File: src/rtl/cdd_pkg.sv
// Shared types, constants and calendar tables for the date difference unit.
package cdd_pkg;

	localparam int YEAR_W  = 14;
	localparam int MONTH_W = 4;
	localparam int DAY_W   = 5;
	localparam int DIFF_W  = 23;
	localparam int ORD_W   = 22;

	localparam logic [YEAR_W-1:0] YEAR_MAX = 14'd9999;
	localparam logic [MONTH_W-1:0] MONTH_FEB = 4'd2;
	localparam logic [MONTH_W-1:0] MONTH_DEC = 4'd12;

	// Reciprocal of 25 scaled by 2^16, rounded down
	localparam logic [11:0] RECIP_25 = 12'd2621;

	// Commands from the sequencer to the datapath
	typedef struct packed {
		logic load;   // capture input word
		logic mul;    // reciprocal multiply
		logic quo;    // quotient correction
		logic sum;    // ordinal accumulation
		logic diff;   // final subtract and result capture
		logic sel;    // 0: first date, 1: second date
	} cdd_cmd_t;

	// Days in month for a common year; 0 for bad month codes
	function automatic logic [DAY_W-1:0] month_len(input logic [MONTH_W-1:0] m);
		logic [DAY_W-1:0] r;
		case (m)
			4'd1, 4'd3, 4'd5, 4'd7, 4'd8, 4'd10, 4'd12: r = 5'd31;
			4'd4, 4'd6, 4'd9, 4'd11:                    r = 5'd30;
			4'd2:                                       r = 5'd28;
			default:                                    r = 5'd0;
		endcase
		return r;
	endfunction

	// Days in the year before the first of month m (common year)
	function automatic logic [8:0] days_before(input logic [MONTH_W-1:0] m);
		logic [8:0] r;
		case (m)
			4'd1:    r = 9'd0;
			4'd2:    r = 9'd31;
			4'd3:    r = 9'd59;
			4'd4:    r = 9'd90;
			4'd5:    r = 9'd120;
			4'd6:    r = 9'd151;
			4'd7:    r = 9'd181;
			4'd8:    r = 9'd212;
			4'd9:    r = 9'd243;
			4'd10:   r = 9'd273;
			4'd11:   r = 9'd304;
			4'd12:   r = 9'd334;
			default: r = 9'd0;
		endcase
		return r;
	endfunction

endpackage

File: src/rtl/cdd_in_if.sv
// Request channel: a pair of dates with valid/ready handshake.
interface cdd_in_if;
	import cdd_pkg::*;

	logic               valid;
	logic               ready;
	logic [YEAR_W-1:0]  first_year;
	logic [MONTH_W-1:0] first_month;
	logic [DAY_W-1:0]   first_day;
	logic [YEAR_W-1:0]  second_year;
	logic [MONTH_W-1:0] second_month;
	logic [DAY_W-1:0]   second_day;

	modport source (output valid, first_year, first_month, first_day,
		second_year, second_month, second_day, input ready);
	modport sink (input valid, first_year, first_month, first_day,
		second_year, second_month, second_day, output ready);
endinterface

File: src/rtl/cdd_out_if.sv
// Result channel: signed day difference and invalid flag.
interface cdd_out_if;
	import cdd_pkg::*;

	logic                     valid;
	logic                     ready;
	logic signed [DIFF_W-1:0] day_difference;
	logic                     date_invalid;

	modport source (output valid, day_difference, date_invalid, input ready);
	modport sink (input valid, day_difference, date_invalid, output ready);
endinterface

File: src/rtl/cdd_ctrl.sv
// Sequencer: steps the datapath through both dates and holds the result word.
module cdd_ctrl (
	input  logic              clk,
	input  logic              arst_n,
	input  logic              in_valid,
	output logic              in_ready,
	output logic              out_valid,
	input  logic              out_ready,
	output cdd_pkg::cdd_cmd_t cmd
);
	import cdd_pkg::*;

	typedef enum logic [2:0] {
		ST_IDLE,
		ST_MUL,
		ST_QUO,
		ST_SUM,
		ST_DIFF,
		ST_DONE
	} state_t;

	state_t state_q;
	logic   sel_q;

	assign in_ready  = (state_q == ST_IDLE);
	assign out_valid = (state_q == ST_DONE);

	// Command decode
	always_comb begin
		cmd      = '0;
		cmd.sel  = sel_q;
		cmd.load = in_valid && (state_q == ST_IDLE);
		cmd.mul  = (state_q == ST_MUL);
		cmd.quo  = (state_q == ST_QUO);
		cmd.sum  = (state_q == ST_SUM);
		cmd.diff = (state_q == ST_DIFF);
	end

	// State and date select
	always_ff @(posedge clk or negedge arst_n) begin
		if (!arst_n) begin
			state_q <= ST_IDLE;
			sel_q   <= 1'b0;
		end else begin
			unique case (state_q)
				ST_IDLE: begin
					sel_q <= 1'b0;
					if (in_valid) state_q <= ST_MUL;
				end
				ST_MUL:  state_q <= ST_QUO;
				ST_QUO:  state_q <= ST_SUM;
				ST_SUM: begin
					// second pass for the ending date
					if (sel_q) begin
						state_q <= ST_DIFF;
					end else begin
						sel_q   <= 1'b1;
						state_q <= ST_MUL;
					end
				end
				ST_DIFF: state_q <= ST_DONE;
				ST_DONE: begin
					if (out_ready) state_q <= ST_IDLE;
				end
				default: state_q <= ST_IDLE;
			endcase
		end
	end
endmodule

File: src/rtl/cdd_datapath.sv
// Datapath: day ordinal of each date via a shared divide-by-100 unit, then the difference.
module cdd_datapath (
	input  logic                              clk,
	input  logic                              arst_n,
	input  cdd_pkg::cdd_cmd_t                 cmd,
	input  logic                              cfg_we,
	input  logic                              cfg_wdata,
	input  logic [cdd_pkg::YEAR_W-1:0]        first_year,
	input  logic [cdd_pkg::MONTH_W-1:0]       first_month,
	input  logic [cdd_pkg::DAY_W-1:0]         first_day,
	input  logic [cdd_pkg::YEAR_W-1:0]        second_year,
	input  logic [cdd_pkg::MONTH_W-1:0]       second_month,
	input  logic [cdd_pkg::DAY_W-1:0]         second_day,
	output logic signed [cdd_pkg::DIFF_W-1:0] day_difference,
	output logic                              date_invalid
);
	import cdd_pkg::*;

	logic                     include_q;
	logic [YEAR_W-1:0]        y1_q, y2_q;
	logic [MONTH_W-1:0]       m1_q, m2_q;
	logic [DAY_W-1:0]         d1_q, d2_q;
	logic [23:0]              prod_q;
	logic [7:0]               yq_q;
	logic [ORD_W-1:0]         ord1_q, ord2_q;
	logic                     ok1_q, ok2_q;
	logic signed [DIFF_W-1:0] diff_q;
	logic                     inv_q;

	logic [YEAR_W-1:0]  y;
	logic [MONTH_W-1:0] m;
	logic [DAY_W-1:0]   d;
	logic [11:0]        x;
	logic [7:0]         q_est;
	logic [12:0]        rem;
	logic [7:0]         q_fix;
	logic               c100, lp;
	logic [YEAR_W-1:0]  p;
	logic [7:0]         p100;
	logic [ORD_W-1:0]   ord;
	logic [DAY_W-1:0]   dim;
	logic               ok;
	logic signed [DIFF_W-1:0] raw_diff;
	logic signed [DIFF_W-1:0] adj_diff;

	// Date select for the shared unit
	assign y = cmd.sel ? y2_q : y1_q;
	assign m = cmd.sel ? m2_q : m1_q;
	assign d = cmd.sel ? d2_q : d1_q;
	assign x = y[YEAR_W-1:2];

	// Quotient estimate y/100 = (y/4)/25, off by at most one low
	assign q_est = prod_q[23:16];
	assign rem   = 13'(x) - 13'(q_est) * 13'd25;
	assign q_fix = (rem >= 13'd25) ? q_est + 8'd1 : q_est;

	// Leap rule and ordinal from the corrected quotient
	always_comb begin
		c100 = (15'(y) == 15'(yq_q) * 15'd100);
		lp   = c100 ? (yq_q[1:0] == 2'b00) : (y[1:0] == 2'b00);
		p    = y - 14'd1;
		p100 = yq_q - 8'(c100);
		ord  = 22'(p) * 22'd365 + 22'(p[YEAR_W-1:2]) - 22'(p100) + 22'(p100[7:2])
			+ 22'(days_before(m)) + 22'(lp && (m > MONTH_FEB)) + 22'(d);
		dim  = month_len(m) + 5'(lp && (m == MONTH_FEB));
		ok   = (y != '0) && (y <= YEAR_MAX) && (m != '0) && (m <= MONTH_DEC)
			&& (d != '0) && (d <= dim);
	end

	// Difference with optional end-day count
	assign raw_diff = signed'({1'b0, ord2_q}) - signed'({1'b0, ord1_q});
	assign adj_diff = !include_q ? raw_diff :
		(raw_diff < 0) ? raw_diff - 23'sd1 : raw_diff + 23'sd1;

	// Configuration register
	always_ff @(posedge clk or negedge arst_n) begin
		if (!arst_n) begin
			include_q <= 1'b0;
		end else if (cfg_we) begin
			include_q <= cfg_wdata;
		end
	end

	// Working registers
	always_ff @(posedge clk) begin
		if (cmd.load) begin
			y1_q <= first_year;
			m1_q <= first_month;
			d1_q <= first_day;
			y2_q <= second_year;
			m2_q <= second_month;
			d2_q <= second_day;
		end
		if (cmd.mul) prod_q <= 24'(x) * 24'(RECIP_25);
		if (cmd.quo) yq_q <= q_fix;
		if (cmd.sum) begin
			if (cmd.sel) begin
				ord2_q <= ord;
				ok2_q  <= ok;
			end else begin
				ord1_q <= ord;
				ok1_q  <= ok;
			end
		end
		if (cmd.diff) begin
			diff_q <= (ok1_q && ok2_q) ? adj_diff : '0;
			inv_q  <= !(ok1_q && ok2_q);
		end
	end

	assign day_difference = diff_q;
	assign date_invalid   = inv_q;
endmodule

File: src/rtl/calendar_date_difference_unit.sv
// After a pair of dates is accepted, the shared multiply / correct / accumulate
// unit runs three steps per date, first date then second, then one subtract,
// and the result word is offered until it is taken.
// A new word is taken only after the previous result has been taken.
// Reset (arst_n, asynchronous, active low) returns the sequencer to idle and
// clears include_end_day; no result is pending after reset.
module calendar_date_difference_unit (
	input  logic clk,
	input  logic arst_n,
	input  logic cfg_we,
	input  logic cfg_wdata,
	cdd_in_if.sink    req,
	cdd_out_if.source rsp
);
	import cdd_pkg::*;

	cdd_cmd_t cmd;

	cdd_ctrl u_ctrl (
		.clk       (clk),
		.arst_n    (arst_n),
		.in_valid  (req.valid),
		.in_ready  (req.ready),
		.out_valid (rsp.valid),
		.out_ready (rsp.ready),
		.cmd       (cmd)
	);

	cdd_datapath u_dp (
		.clk            (clk),
		.arst_n         (arst_n),
		.cmd            (cmd),
		.cfg_we         (cfg_we),
		.cfg_wdata      (cfg_wdata),
		.first_year     (req.first_year),
		.first_month    (req.first_month),
		.first_day      (req.first_day),
		.second_year    (req.second_year),
		.second_month   (req.second_month),
		.second_day     (req.second_day),
		.day_difference (rsp.day_difference),
		.date_invalid   (rsp.date_invalid)
	);
endmodule

File: src/flat_wrapper.sv
// flat-port wrapper written by rule: the top's interface ports become plain ports
module calendar_date_difference_unit_flat import cdd_pkg::*;
  (clk, arst_n, cfg_we, cfg_wdata, req_valid, req_first_year, req_first_month, req_first_day, req_second_year, req_second_month, req_second_day, req_ready, rsp_valid, rsp_day_difference, rsp_date_invalid, rsp_ready);
  cdd_in_if req_i ();
  cdd_out_if rsp_i ();
  input  logic clk;
  input  logic arst_n;
  input  logic cfg_we;
  input  logic cfg_wdata;
  input wire logic [$bits(req_i.valid)-1:0] req_valid;
  input wire logic [$bits(req_i.first_year)-1:0] req_first_year;
  input wire logic [$bits(req_i.first_month)-1:0] req_first_month;
  input wire logic [$bits(req_i.first_day)-1:0] req_first_day;
  input wire logic [$bits(req_i.second_year)-1:0] req_second_year;
  input wire logic [$bits(req_i.second_month)-1:0] req_second_month;
  input wire logic [$bits(req_i.second_day)-1:0] req_second_day;
  output wire logic [$bits(req_i.ready)-1:0] req_ready;
  output wire logic [$bits(rsp_i.valid)-1:0] rsp_valid;
  output wire logic [$bits(rsp_i.day_difference)-1:0] rsp_day_difference;
  output wire logic [$bits(rsp_i.date_invalid)-1:0] rsp_date_invalid;
  input wire logic [$bits(rsp_i.ready)-1:0] rsp_ready;
  assign req_i.valid = req_valid;
  assign req_i.first_year = req_first_year;
  assign req_i.first_month = req_first_month;
  assign req_i.first_day = req_first_day;
  assign req_i.second_year = req_second_year;
  assign req_i.second_month = req_second_month;
  assign req_i.second_day = req_second_day;
  assign req_ready = req_i.ready;
  assign rsp_valid = rsp_i.valid;
  assign rsp_day_difference = rsp_i.day_difference;
  assign rsp_date_invalid = rsp_i.date_invalid;
  assign rsp_i.ready = rsp_ready;
  calendar_date_difference_unit u_core (.clk(clk), .arst_n(arst_n), .cfg_we(cfg_we), .cfg_wdata(cfg_wdata), .req(req_i), .rsp(rsp_i));
endmodule
File: config.mk
export PLATFORM = sky130hd
export DESIGN_NAME = calendar_date_difference_unit_flat
export DESIGN_NICKNAME = d
export VERILOG_FILES = /design/src/rtl/cdd_pkg.sv /design/src/rtl/cdd_in_if.sv /design/src/rtl/cdd_out_if.sv /design/src/rtl/cdd_ctrl.sv /design/src/rtl/cdd_datapath.sv /design/src/rtl/calendar_date_difference_unit.sv /design/src/flat_wrapper.sv
export SDC_FILE = /design/constraint.sdc
export NUM_CORES = 1
export LEC_CHECK = 0
export BUFFER_PORTS_ARGS = -buffer_cell sky130_fd_sc_hd__buf_2
export CAP_MARGIN = 20
export CELL_PAD_IN_SITES_DETAIL_PLACEMENT = 0
export CELL_PAD_IN_SITES_GLOBAL_PLACEMENT = 1
export CORE_ASPECT_RATIO = 0.75
export CORE_MARGIN = 2
export CORE_UTILIZATION = 46
export CTS_CLUSTER_SIZE = 14
export DETAILED_ROUTE_END_ITERATION = 10
export HOLD_SLACK_MARGIN = 0.1
export PLACE_DENSITY = 0.74
export SLEW_MARGIN = 20
export SYNTH_ARGS = -nofsm -noshare
export SYNTH_HDL_FRONTEND = slang
export SYNTH_HIERARCHICAL = 1
export SYNTH_SLANG_ARGS = --single-unit
File: constraint.sdc
create_clock -name clk -period 7.8 [get_ports clk]
set_input_delay 0.39 -clock clk [delete_from_list [all_inputs] [get_ports clk]]
set_output_delay 0.39 -clock clk [all_outputs]
set_load 0.03 [all_outputs]
==> results by group <==
Yosys
  • Sequential fraction of the synthesis area: 23.7%
  • Syn_area_per_cell: 10.3 µm²
  • Synthesized instance count: 1669
  • EDFF count, synth: 132
  • Post-synth ARST share: 3.65%
  • Netlist Area Pre-Place: 17200 µm²
  • Synth warn: 6
  • Dominant synthesized flop cell: edfxtp_1
  • #FFs+latches synth: 137
  • Yosys cell types: 71
  • Post-Syn Nets: 2197

Setup path
  • Endpoint class of the critical path: flop
  • Slowest cell on crit path: fa_1
  • R2r setup slk: -520 ps
  • Worst R2R Path Depth: 36
  • Critical Path RT: 8070 ps
  • WP depth: 36
  • Reg-to-Reg Start: u_core/u_dp/yq_q[2]
  • Worst path max stage delay: 550 ps
  • Crit path max fanout: 4
  • Bufs and invs on worst path: 8
  • Critical path class: flop to flop
  • FF-to-FF End: u_core/u_dp/ord1_q[21]
  • Crit path DAT: 8590 ps
  • Critical path capture point: u_core/u_dp/ord1_q[21]
  • CP Launch Type: flop
  • Top Family by Delay on Critical Path: adder cells
  • Critical path origin: u_core/u_dp/yq_q[2]
  • Crit path top cell by count: ha_4

Routing
  • DR iter-0 viols: 635
  • DR vias: 12300
  • WL per Instance: 16.2 µm
  • Routed wire length: 38800 µm
  • # DRC: 0
  • Routed Antenna Nets: 0
  • Drt via density: 5.13
  • Drt first pass iters: 5

Global routing
  • Largest net degree at the start of global routing: 47
  • First-pass GRT wire length: 63500 µm
  • GRT Overall Usage: 20.9%
  • Grt ovf: 0
  • Initial antenna violation count: 0
  • Number of global-route vias before repair: 12700

Clock network
  • Number of buffers created by CTS: 17
  • Skew-Pair Late Insertion Delay: 460 ps
  • H-tree levels: 4
  • CTS tree: built
  • Num Clock Sinks: 137
  • Clk pin slew, worst setup/hold paths: 70 ps
  • Root buf cell: clkbuf_16
  • Buffer depth of the longest clock path: 2

Finish
  • Final Instance Area: 20200 µm²
  • Most common cell after layout, fill and taps aside: ha_1
  • Non-Filler Instances: 2399
  • Layout fillers: 3246
  • # diodes: 0
  • Fin nets: 2410
  • Commonest non-fill, non-tap cells in the layout: ha_1 (314), inv_1 (296), fa_1 (142)
  • Area Overhead vs Synth: 17.3%
  • Layout cells sized above 1: 15.1%

Place
  • Placement Setup Slack: -597 ps
  • PortBufs: 77
  • # placed instances: 2311
  • DP Wirelength: 31700 µm
  • RD Place Congestion: 0.847
  • Placed Area: 19000 µm²

Timing
  • Setup TNS: -4330 ps
  • Slew @ Worst Pin: 1150 ps
  • Final Hold Fails: 0
  • Max Slew Vio Count: 0
  • Period utilization: 107%
  • Relative slew slack: 23.2%
  • Min cycle time layout: 8320 ps
  • Final WS setup: -525 ps
  • F_max: 120 MHz
  • Clock Skews: 20.7 ps
  • RSZ-0062 raised after global routing: yes
  • Final setup viols: 22

Hold path
  • Hold path depth: 1
  • Hold path start: req_second_day[0]
  • HP Class: primary input to flop

Die
  • Total die area: 39000 µm²
  • Horiz. Die Dim: 227 µm
  • Initial Utilization: 46.5%
  • Die Y: 172 µm
  • Row count: 61
  • Ports: 78
  • Core Area: 37000 µm²

Outcome
  • Outcome: finished, violations left
  • Violated checks: negative setup slack

Run
  • Maxcap violations: 0
## cell usage after synthesis, drive strengths merged (8+ instances only)
| master | number | area, µm² |
|---|---|---|
| nor3 | 30 | 161 |
| xnor2 | 86 | 753 |
| or2 | 8 | 50.1 |
| o21bai | 8 | 60.1 |
| clkbuf | 12 | 45.0 |
| nand2b | 11 | 68.8 |
| nand2 | 60 | 225 |
| a31oi | 11 | 68.8 |
| o31ai | 8 | 60.1 |
| nand3 | 22 | 110 |
| nor2b | 13 | 88.8 |
| and2 | 11 | 68.8 |
| xor2 | 31 | 272 |
| inv | 305 | 1140 |
| mux2i | 30 | 300 |
| nor2 | 76 | 285 |
| a21oi | 78 | 390 |
| fa | 148 | 2960 |
| buf | 11 | 77.6 |
| mux2 | 8 | 93.8 |
| edfxtp | 132 | 3960 |
| o21a | 15 | 113 |
| nand4 | 12 | 75.1 |
| a21o | 28 | 210 |
| ha | 328 | 4100 |
| a211oi | 20 | 163 |
| o21ai | 51 | 255 |
| and3 | 12 | 75.1 |
## cell families (layout without fill, tap and decap cells)
| family | Yosys count | count (layout) | share of synthesized area (%) |
|---|---|---|---|
| XOR/XNOR | 117 | 117 | 5.95 |
| flip-flops | 137 | 137 | 23.7 |
| buffers and inverters | 330 | 556 | 7.40 |
| adder cells (fa/ha/maj) | 476 | 476 | 41.0 |
| AND/OR/NAND/NOR | 284 | 284 | 8.31 |
| AO/OA/AOI/OAI | 286 | 286 | 11.1 |
| multiplexers | 39 | 39 | 2.42 |
## worst min-delay path by stage
| stage | to |
|---|---|
| 2_1_floorplan | u_core/u_ctrl/sel_q |
| 3_3_place_gp | u_core/u_dp/include_q |
| 3_5_place_dp | u_core/u_dp/include_q |
| 4_1_cts | u_core/u_dp/d1_q[3] |
| 5_1_grt | u_core/u_dp/d2_q[0] |
| 6_report | u_core/u_dp/d2_q[0] |
## worst reg2reg max path, delay by kind of cell, from the launching register on
family	cells	cell delay, ps
fa+ha+maj	12	3910
compound gates	9	2060
buf+inv	8	760
simple gates	5	620
flops	1	430
xor+xnor	2	330
## per-stage QoR
stage	util [%]	hold slack [ps]
2_1_floorplan	-	94.4
3_3_place_gp	51.2	215
3_5_place_dp	51.2	219
4_1_cts	54.2	101
5_1_grt	54.6	104
6_report	54.6	119
## flip-flops by register name, summed over array words and instances, names as in the netlist
signal,flops
u_core/u_dp/day_difference,23
u_core/u_dp/ord1_q,22
u_core/u_dp/ord2_q,22
u_core/u_dp/y1_q,14
u_core/u_dp/y2_q,14
u_core/u_dp/prod_q,8
u_core/u_dp/yq_q,8
u_core/u_dp/d1_q,5
u_core/u_dp/d2_q,5
u_core/u_dp/m1_q,4
u_core/u_dp/m2_q,4
u_core/u_ctrl/state_q,3
u_core/u_ctrl/sel_q,1
u_core/u_dp/date_invalid,1
u_core/u_dp/include_q,1
u_core/u_dp/ok1_q,1
u_core/u_dp/ok2_q,1
## metal layers
layer	share of wire (%)	GRT usage (%)	wire length, µm	vias up
met5	0	0	0	-
met4	0.89	3.98	344	0
met3	2.9	3.55	1140	22
met2	48	35.1	18400	174
met1	49	28.4	18800	5927
li1	-	-	-	6190
## what timing repair did
action | 4_1_cts | 5_1_grt
setup endpoints to repair | 28 | 32
pin swaps | 14 | 18
resized for setup | 14 | 13
hold buffers | 41 | 2
endpoints found under the hold margin | 45 | 2
setup buffers | 9 | 4
## final cells by class
cell class | instances | area [µm²] | area share, %
Clock buffer | 17 | 425 | 2.11
Clock inverter | 15 | 155 | 0.768
Inverter | 307 | 1150 | 5.71
Multi-Input combinational cell | 1202 | 12200 | 60.3
Sequential cell | 137 | 4090 | 20.3
Tap cell | 504 | 631 | 3.12
Timing Repair Buffer | 217 | 1560 | 7.72
Power is left out: the tool's default activity adds up to more than one toggle a clock period on the data nets, which glitch-free logic cannot reach.
